$ cat config.mk
export PLATFORM = sky130hd
export DESIGN_NAME = best_fit_block_allocator
export DESIGN_NICKNAME = d
export VERILOG_FILES = /design/src/hdl/bfa_pkg.sv /design/src/hdl/bfa_size_ram.sv /design/src/hdl/bfa_scan_ctrl.sv /design/src/hdl/best_fit_block_allocator.sv
export SDC_FILE = /design/constraint.sdc
export NUM_CORES = 1
export LEC_CHECK = 0
export BUFFER_PORTS_ARGS = -buffer_cell sky130_fd_sc_hd__buf_2
export CAP_MARGIN = 15
export CORE_MARGIN = 5
export CORE_UTILIZATION = 45
export DETAILED_ROUTE_END_ITERATION = 8
export PLACE_DENSITY = 0.71
export RECOVER_POWER = 25
export SYNTH_ARGS = -nofsm -noshare
export SYNTH_HDL_FRONTEND = slang
export SYNTH_HIERARCHICAL = 1
export SYNTH_SLANG_ARGS = --single-unit
$ cat constraint.sdc
create_clock -name clock -period 12.45 [get_ports clock]
set_clock_uncertainty 0.1 [all_clocks]
set_input_delay 0.6225 -clock clock [delete_from_list [all_inputs] [get_ports clock]]
set_output_delay 0.6225 -clock clock [all_outputs]
set_load 0.05 [all_outputs]
$ cat src/hdl/bfa_pkg.sv
`default_nettype none

package bfa_pkg;

   localparam int unsigned INDEX_BITS  = 4;
   localparam int unsigned FIELD_BITS  = 16;

   typedef enum logic [1:0] {
      S_IDLE,
      S_SCAN,
      S_DONE
   } state_type;

   typedef struct packed {
      logic                  granted;
      logic [INDEX_BITS-1:0] block_index;
      logic [FIELD_BITS-1:0] remaining_size;
   } result_type;

endpackage

`default_nettype wire

$ cat src/hdl/bfa_size_ram.sv
`default_nettype none

module bfa_size_ram #(
   parameter int unsigned DEPTH  = 16,
   parameter int unsigned WIDTH  = 16,
   parameter int unsigned ADDR_W = 4
) (
   input  wire logic              clock,
   input  wire logic              wr_en,
   input  wire logic [ADDR_W-1:0] wr_addr,
   input  wire logic [WIDTH-1:0]  wr_data,
   input  wire logic              rd_en,
   input  wire logic [ADDR_W-1:0] rd_addr,
   output logic      [WIDTH-1:0]  rd_data
);

   logic [WIDTH-1:0] mem [DEPTH];
   logic [WIDTH-1:0] rd_data_ff;

   always_ff @(posedge clock) begin
      if (wr_en) begin
         mem[wr_addr] <= wr_data;
      end
   end

   always_ff @(posedge clock) begin
      if (rd_en) begin
         rd_data_ff <= mem[rd_addr];
      end
   end

   assign rd_data = rd_data_ff;

endmodule

`default_nettype wire

$ cat src/hdl/bfa_scan_ctrl.sv
`default_nettype none

module bfa_scan_ctrl
   import bfa_pkg::*;
#(
   parameter int unsigned MAX_BLOCKS = 16,
   parameter int unsigned SIZE_BITS  = 16
) (
   input  wire logic                  clock,
   input  wire logic                  reset,
   input  wire logic                  req_valid,
   output logic                       req_ready,
   input  wire logic                  req_mode,
   input  wire logic [FIELD_BITS-1:0] req_size,
   input  wire logic                  out_free,
   output logic                       res_valid,
   output result_type                 res
);

   localparam int unsigned CNT_W = $clog2(MAX_BLOCKS + 1);
   localparam int unsigned IDX_W = (MAX_BLOCKS > 1) ? $clog2(MAX_BLOCKS) : 1;

   state_type            state_ff, state_in;
   logic [CNT_W-1:0]     count_ff, count_in;
   logic [CNT_W-1:0]     issue_ff, issue_in;
   logic [SIZE_BITS-1:0] size_ff, size_in;
   logic                 found_ff, found_in;
   logic [IDX_W-1:0]     best_idx_ff, best_idx_in;
   logic [SIZE_BITS-1:0] best_val_ff, best_val_in;
   logic                 rd_valid_ff, rd_valid_in;
   logic [IDX_W-1:0]     rd_idx_ff, rd_idx_in;

   logic                 wr_en;
   logic [IDX_W-1:0]     wr_addr;
   logic [SIZE_BITS-1:0] wr_data;
   logic                 rd_en;
   logic [IDX_W-1:0]     rd_addr;
   logic [SIZE_BITS-1:0] rd_data;
   logic [SIZE_BITS-1:0] req_size_w;
   logic [SIZE_BITS-1:0] diff;

   assign req_size_w = SIZE_BITS'(req_size);
   assign diff       = best_val_ff - size_ff;

   bfa_size_ram #(
      .DEPTH  (MAX_BLOCKS),
      .WIDTH  (SIZE_BITS),
      .ADDR_W (IDX_W)
   ) u_ram (
      .clock   (clock),
      .wr_en   (wr_en),
      .wr_addr (wr_addr),
      .wr_data (wr_data),
      .rd_en   (rd_en),
      .rd_addr (rd_addr),
      .rd_data (rd_data)
   );

   always_ff @(posedge clock) begin
      if (reset) begin
         state_ff    <= S_IDLE;
         count_ff    <= '0;
         rd_valid_ff <= 1'b0;
      end else begin
         state_ff    <= state_in;
         count_ff    <= count_in;
         rd_valid_ff <= rd_valid_in;
      end
   end

   always_ff @(posedge clock) begin
      issue_ff    <= issue_in;
      size_ff     <= size_in;
      found_ff    <= found_in;
      best_idx_ff <= best_idx_in;
      best_val_ff <= best_val_in;
      rd_idx_ff   <= rd_idx_in;
   end

   always_comb begin
      state_in    = state_ff;
      count_in    = count_ff;
      issue_in    = issue_ff;
      size_in     = size_ff;
      found_in    = found_ff;
      best_idx_in = best_idx_ff;
      best_val_in = best_val_ff;
      rd_valid_in = 1'b0;
      rd_idx_in   = rd_idx_ff;
      wr_en       = 1'b0;
      wr_addr     = count_ff[IDX_W-1:0];
      wr_data     = req_size_w;
      rd_en       = 1'b0;
      rd_addr     = issue_ff[IDX_W-1:0];
      req_ready   = 1'b0;
      res_valid   = 1'b0;
      res         = '0;

      // fold in the entry read last cycle
      if (rd_valid_ff && (rd_data >= size_ff) && (!found_ff || (rd_data < best_val_ff))) begin
         found_in    = 1'b1;
         best_idx_in = rd_idx_ff;
         best_val_in = rd_data;
      end

      case (state_ff)
         S_IDLE: begin
            req_ready = 1'b1;
            if (req_valid) begin
               if (!req_mode) begin
                  if (count_ff < CNT_W'(MAX_BLOCKS)) begin
                     wr_en    = 1'b1;
                     count_in = count_ff + 1'b1;
                  end
               end else begin
                  size_in  = req_size_w;
                  issue_in = '0;
                  found_in = 1'b0;
                  state_in = (count_ff == '0) ? S_DONE : S_SCAN;
               end
            end
         end
         S_SCAN: begin
            if (issue_ff < count_ff) begin
               rd_en       = 1'b1;
               rd_valid_in = 1'b1;
               rd_idx_in   = issue_ff[IDX_W-1:0];
               issue_in    = issue_ff + 1'b1;
            end else begin
               state_in = S_DONE;
            end
         end
         S_DONE: begin
            if (out_free) begin
               res_valid = 1'b1;
               if (found_ff) begin
                  res.granted        = 1'b1;
                  res.block_index    = INDEX_BITS'(best_idx_ff);
                  res.remaining_size = FIELD_BITS'(diff);
                  wr_en              = 1'b1;
                  wr_addr            = best_idx_ff;
                  wr_data            = diff;
               end
               state_in = S_IDLE;
            end
         end
         default: begin
            state_in = S_IDLE;
         end
      endcase
   end

`ifndef NO_ASSERTIONS
   a_count_bound: assert property (@(posedge clock) disable iff (reset)
      count_ff <= CNT_W'(MAX_BLOCKS))
      else $error("loaded count beyond capacity");

   a_full_load_dropped: assert property (@(posedge clock) disable iff (reset)
      (state_ff == S_IDLE && req_valid && !req_mode && count_ff == CNT_W'(MAX_BLOCKS))
      |=> $stable(count_ff))
      else $error("load past capacity changed count");

   a_read_from_scan: assert property (@(posedge clock) disable iff (reset)
      rd_valid_ff |-> $past(state_ff == S_SCAN))
      else $error("read data outside scan");

   a_best_fits: assert property (@(posedge clock) disable iff (reset)
      (state_ff == S_DONE && found_ff) |-> (best_val_ff >= size_ff))
      else $error("chosen block smaller than request");

   a_count_fixed_in_scan: assert property (@(posedge clock) disable iff (reset)
      (state_ff == S_SCAN) |=> $stable(count_ff))
      else $error("count changed during scan");
`endif

endmodule

`default_nettype wire

$ cat src/hdl/best_fit_block_allocator.sv
// Channel   Direction  Handshake            Payload
// req       in         req_valid/req_ready  req_mode, req_size
// rsp       out        rsp_valid/rsp_ready  rsp_granted, rsp_block_index, rsp_remaining_size
//
// A load writes the size to the next free entry; a load into a full table is dropped.
// A request reads one entry per cycle, then drains the last read and, if a block fits,
// writes back its remaining size: its result is registered when the output register is
// free, and the next transfer is taken once the controller is back in idle.
// Synchronous reset empties the table; a waiting result lets loads continue, while a
// further request stalls before write-back until the output register is free.
`default_nettype none

module best_fit_block_allocator
   import bfa_pkg::*;
#(
   parameter int unsigned MAX_BLOCKS = 16,
   parameter int unsigned SIZE_BITS  = 16
) (
   input  wire logic                  clock,
   input  wire logic                  reset,
   input  wire logic                  req_valid,
   output logic                       req_ready,
   input  wire logic                  req_mode,
   input  wire logic [FIELD_BITS-1:0] req_size,
   output logic                       rsp_valid,
   input  wire logic                  rsp_ready,
   output logic                       rsp_granted,
   output logic [INDEX_BITS-1:0]      rsp_block_index,
   output logic [FIELD_BITS-1:0]      rsp_remaining_size
);

   logic       rsp_valid_ff, rsp_valid_in;
   result_type rsp_res_ff;
   logic       out_free;
   logic       res_valid;
   result_type res;

   assign out_free = !rsp_valid_ff || rsp_ready;

   bfa_scan_ctrl #(
      .MAX_BLOCKS (MAX_BLOCKS),
      .SIZE_BITS  (SIZE_BITS)
   ) u_ctrl (
      .clock     (clock),
      .reset     (reset),
      .req_valid (req_valid),
      .req_ready (req_ready),
      .req_mode  (req_mode),
      .req_size  (req_size),
      .out_free  (out_free),
      .res_valid (res_valid),
      .res       (res)
   );

   assign rsp_valid_in = res_valid || (rsp_valid_ff && !rsp_ready);

   always_ff @(posedge clock) begin
      if (reset) begin
         rsp_valid_ff <= 1'b0;
      end else begin
         rsp_valid_ff <= rsp_valid_in;
      end
   end

   always_ff @(posedge clock) begin
      if (res_valid) begin
         rsp_res_ff <= res;
      end
   end

   assign rsp_valid          = rsp_valid_ff;
   assign rsp_granted        = rsp_res_ff.granted;
   assign rsp_block_index    = rsp_res_ff.block_index;
   assign rsp_remaining_size = rsp_res_ff.remaining_size;

endmodule

`default_nettype wire
==> results.sh <==
export IMPL_port_buffer_count=43
export IMPL_drc=0
export IMPL_synth_most_common_cell="edfxtp_1"
export IMPL_drive_above_1_share_pct=17.5
export IMPL_route_vias_total=7540
export IMPL_synthCells=817
export IMPL_num_io_pins=44
export IMPL_syn_area_per_cell_um2=17.8
export IMPL_slew_headroom_pct=-163
export IMPL_yosys_top_cells_count="edfxtp_1, mux4_2, ha_1"
export IMPL_top_usage_layer="met2"
export IMPL_gp_routability_congestion=0.830
export IMPL_diodes=0
export IMPL_status="complete, but fails checks"
export IMPL_worst_ep_arrival_time_ns=5.28
export IMPL_cts_setup_buffers=0
export IMPL_initialDrtViolationCount=566
export IMPL_grtUsageMet2_pct=28.3
export IMPL_synthAdderAreaFrac_pct=4.69
export IMPL_hpwlAfterDp_mm=20.4
export IMPL_nets=963
export IMPL_netlist_area_um2=14600
export IMPL_hold_viol=0
export IMPL_avgRoutedWirePerCell_um=23.3
export IMPL_dieArea_um2=36000
export IMPL_fmax_ghz=0.191
export IMPL_synth_main_ff_cell="edfxtp_1"
export IMPL_cts_tree="done"
export IMPL_min_path_cells=1
export IMPL_fp_row_count=65
export IMPL_r2r_end="u_ctrl/u_ram/mem[1][3]"
export IMPL_grt_ovfl_total=0
export IMPL_die_w_um=190
export IMPL_cp_end_kind="flop"
export IMPL_hold_end="u_ctrl/size_ff[7]"
export IMPL_syn_num_nets=892
export IMPL_grt_pass1_wl_mm=46.5
export IMPL_synthDistinctLibCells=56
export IMPL_clockBufferDepth=3
export IMPL_grt_start_max_net_pins=68
export IMPL_synth_top_area_cell="edfxtp_1"
export IMPL_maxCapViolCount=3
export IMPL_clkTransAtPathRegs_ns=0.06
export IMPL_use_met1_pct=22.9
export IMPL_setup_viol=0
export IMPL_ctsResizeCount=0
export IMPL_crit_chain="nand2b_2 > and3b_1 > clkbuf_1 > nand2_1 > inv_1 > or2_2 > or3b_2 > nor2_2"
export IMPL_area_growth_pct=12.9
export IMPL_cts_sinks=348
export IMPL_power_density_nw_per_um2=154
export IMPL_rsz0062_at_grt="no"
export IMPL_ant_nets=0
export IMPL_synthMuxAreaShare_pct=10.5
export IMPL_path_buf_inv=2
export IMPL_hold_path_class="input pin to flop"
export IMPL_startpoint_type="flop"
export IMPL_r2r_start="rsp_valid"
export IMPL_hold_slack_ns=0.202
export IMPL_violations="capacitance limit, slew limit"
export IMPL_start_util_pct=45.9
export IMPL_wirelength_mm=30.6
export IMPL_hold_start="req_size[7]"
export IMPL_synth_top_area_share_pct=69.7
export IMPL_synth_seq_cells=348
export IMPL_cp_top_family="simple AND/OR/NAND/NOR gates"
export IMPL_crit_path_max_incr_delay_ns=1.09
export IMPL_fin_crit_sh_pct=42.1
export IMPL_synthSimpleGateAreaFrac_pct=4.52
export IMPL_tns_ns=0
export IMPL_synth_top_family_by_area="multiplexers"
export IMPL_die_y_um=190
export IMPL_min_period_ns=5.24
export IMPL_yosys_warnings=6
export IMPL_synthArstFlopShare_pct=0
export IMPL_dr_pass1_iters=5
export IMPL_h_tree_depth=2
export IMPL_slowest_stage="clkbuf_1"
export IMPL_worstSetupPathType="flop to flop"
export IMPL_total_leakage_power_nw=5.72
export IMPL_grt_total_usage_pct=17.2
export IMPL_synth_xor_area_share_pct=1.26
export IMPL_ir_drop_uv=134
export IMPL_synth_compound_area_share_pct=5.68
export IMPL_synth_area_leaders="edfxtp_1, mux4_2, ha_1, mux4_1, a22oi_1"
export IMPL_core_area_um2=31700
export IMPL_cp_max_fo=29
export IMPL_slew_viol_final=134
export IMPL_r2r_cells=8
export IMPL_met3_usage_pct=3.80
export IMPL_antenna_found_initial=1
export IMPL_worstPathRequired_ns=12.49
export IMPL_fin_util_pct=51.8
export IMPL_tightest_slew_ns=3.95
export IMPL_num_fill_cells=2555
export IMPL_cts_buffers=36
export IMPL_synth_edf_count=338
export IMPL_hold_buffers=0
export IMPL_cts_root_buf="clkbuf_16"
export IMPL_via_per_inst=5.73
export IMPL_reg2reg_slack_ns=7.21
export IMPL_clk_latency_ns=0.53
export IMPL_synth_seq_area_share_pct=71.1
export IMPL_grt_pass1_vias=7668
[through the flow]
stage | area (um2) | std cells | power (mW) | setup WS [ns]
2_1_floorplan | 14600 | 817 | 1.42 | 7.98
3_3_place_gp | 15300 | 1250 | 1.46 | 7.95
3_5_place_dp | 15300 | 1251 | 1.47 | 7.86
4_1_cts | 16500 | 1316 | 2.55 | 8.25
5_1_grt | 16400 | 1317 | 2.61 | 6.71
6_report | 16400 | 1317 | 2.52 | 7.21
[logic make-up after synthesis]
logic type,after synthesis
simple gates,136
buf+inv,72
fa+ha+maj,54
xor+xnor,21
flops,348
compound gates,117
mux,69
[metal layers]
metal / vias to the layer above / wire (um)
li1: 3387 / -
met1: 3819 / 12600
met2: 267 / 15000
met3: 65 / 2030
met4: 2 / 1020
met5: - / 13
[power breakdown]
group | leakage, nW | switching, mW | internal (mW)
Sequential | 3.14 | 0.00588 | 1.30
Clock | 0.598 | 0.434 | 0.650
Combinational | 1.98 | 0.0887 | 0.0468
[worst max-delay path by stage]
stage              start                      end  cells after the start
2_1_floorplan  rsp_ready   u_ctrl/u_ram/mem[0][0]                      9
4_1_cts        rsp_valid   u_ctrl/u_ram/mem[1][3]                      8
6_report       rsp_valid   u_ctrl/u_ram/mem[1][3]                      8
3_5_place_dp   rsp_ready  u_ctrl/u_ram/mem[1][10]                      9
5_1_grt        rsp_valid   u_ctrl/u_ram/mem[1][3]                      8
3_3_place_gp   rsp_ready  u_ctrl/u_ram/mem[3][10]                      9
[state kept, by name, indices dropped and copies added, names as in the netlist]
signal                count
rsp_remaining_size       16
u_ctrl/size_ff           16
u_ctrl/state_ff           2
rsp_valid                 1
u_ctrl/count_ff           5
u_ctrl/u_ram/rd_data     16
u_ctrl/rd_idx_ff          4
u_ctrl/u_ram/mem        256
rsp_granted               1
u_ctrl/best_val_ff       16
u_ctrl/best_idx_ff        4
u_ctrl/rd_valid_ff        1
u_ctrl/issue_ff           5
rsp_block_index           4
u_ctrl/found_ff           1
[area by class of cell]
cell class	instances	area (um2)	share of cell area (%)
multi-input combinational	397	3930	23.9
sequential	348	10300	63.0
inverter	45	169	1.03
clock inverter	24	259	1.58
timing repair buffer	60	287	1.74
clock buffer	41	941	5.73
tap	402	503	3.06
[layout by cell type, fill, tap and decap left out, types with 3 or more instances in the layout]
cell,count
a21o_1,29
a21oi_1,20
a21oi_2,3
a22oi_1,32
a31oi_1,4
and2_1,8
and3_1,6
buf_2,7
buf_4,10
bufinv_16,5
clkbuf_1,45
clkbuf_16,37
clkinv_1,4
clkinv_2,10
clkinv_4,3
dfxtp_1,10
edfxtp_1,338
ha_1,53
inv_1,45
mux2_2,4
mux4_1,10
mux4_2,54
nand2_1,35
nand2b_1,7
nand3_1,5
nand4_1,6
nor2_1,35
nor2_2,10
nor2b_1,5
nor3_1,5
nor3_2,4
o21ai_0,9
xnor2_1,14
xor2_1,7
(Power assumes the default switching activity.)
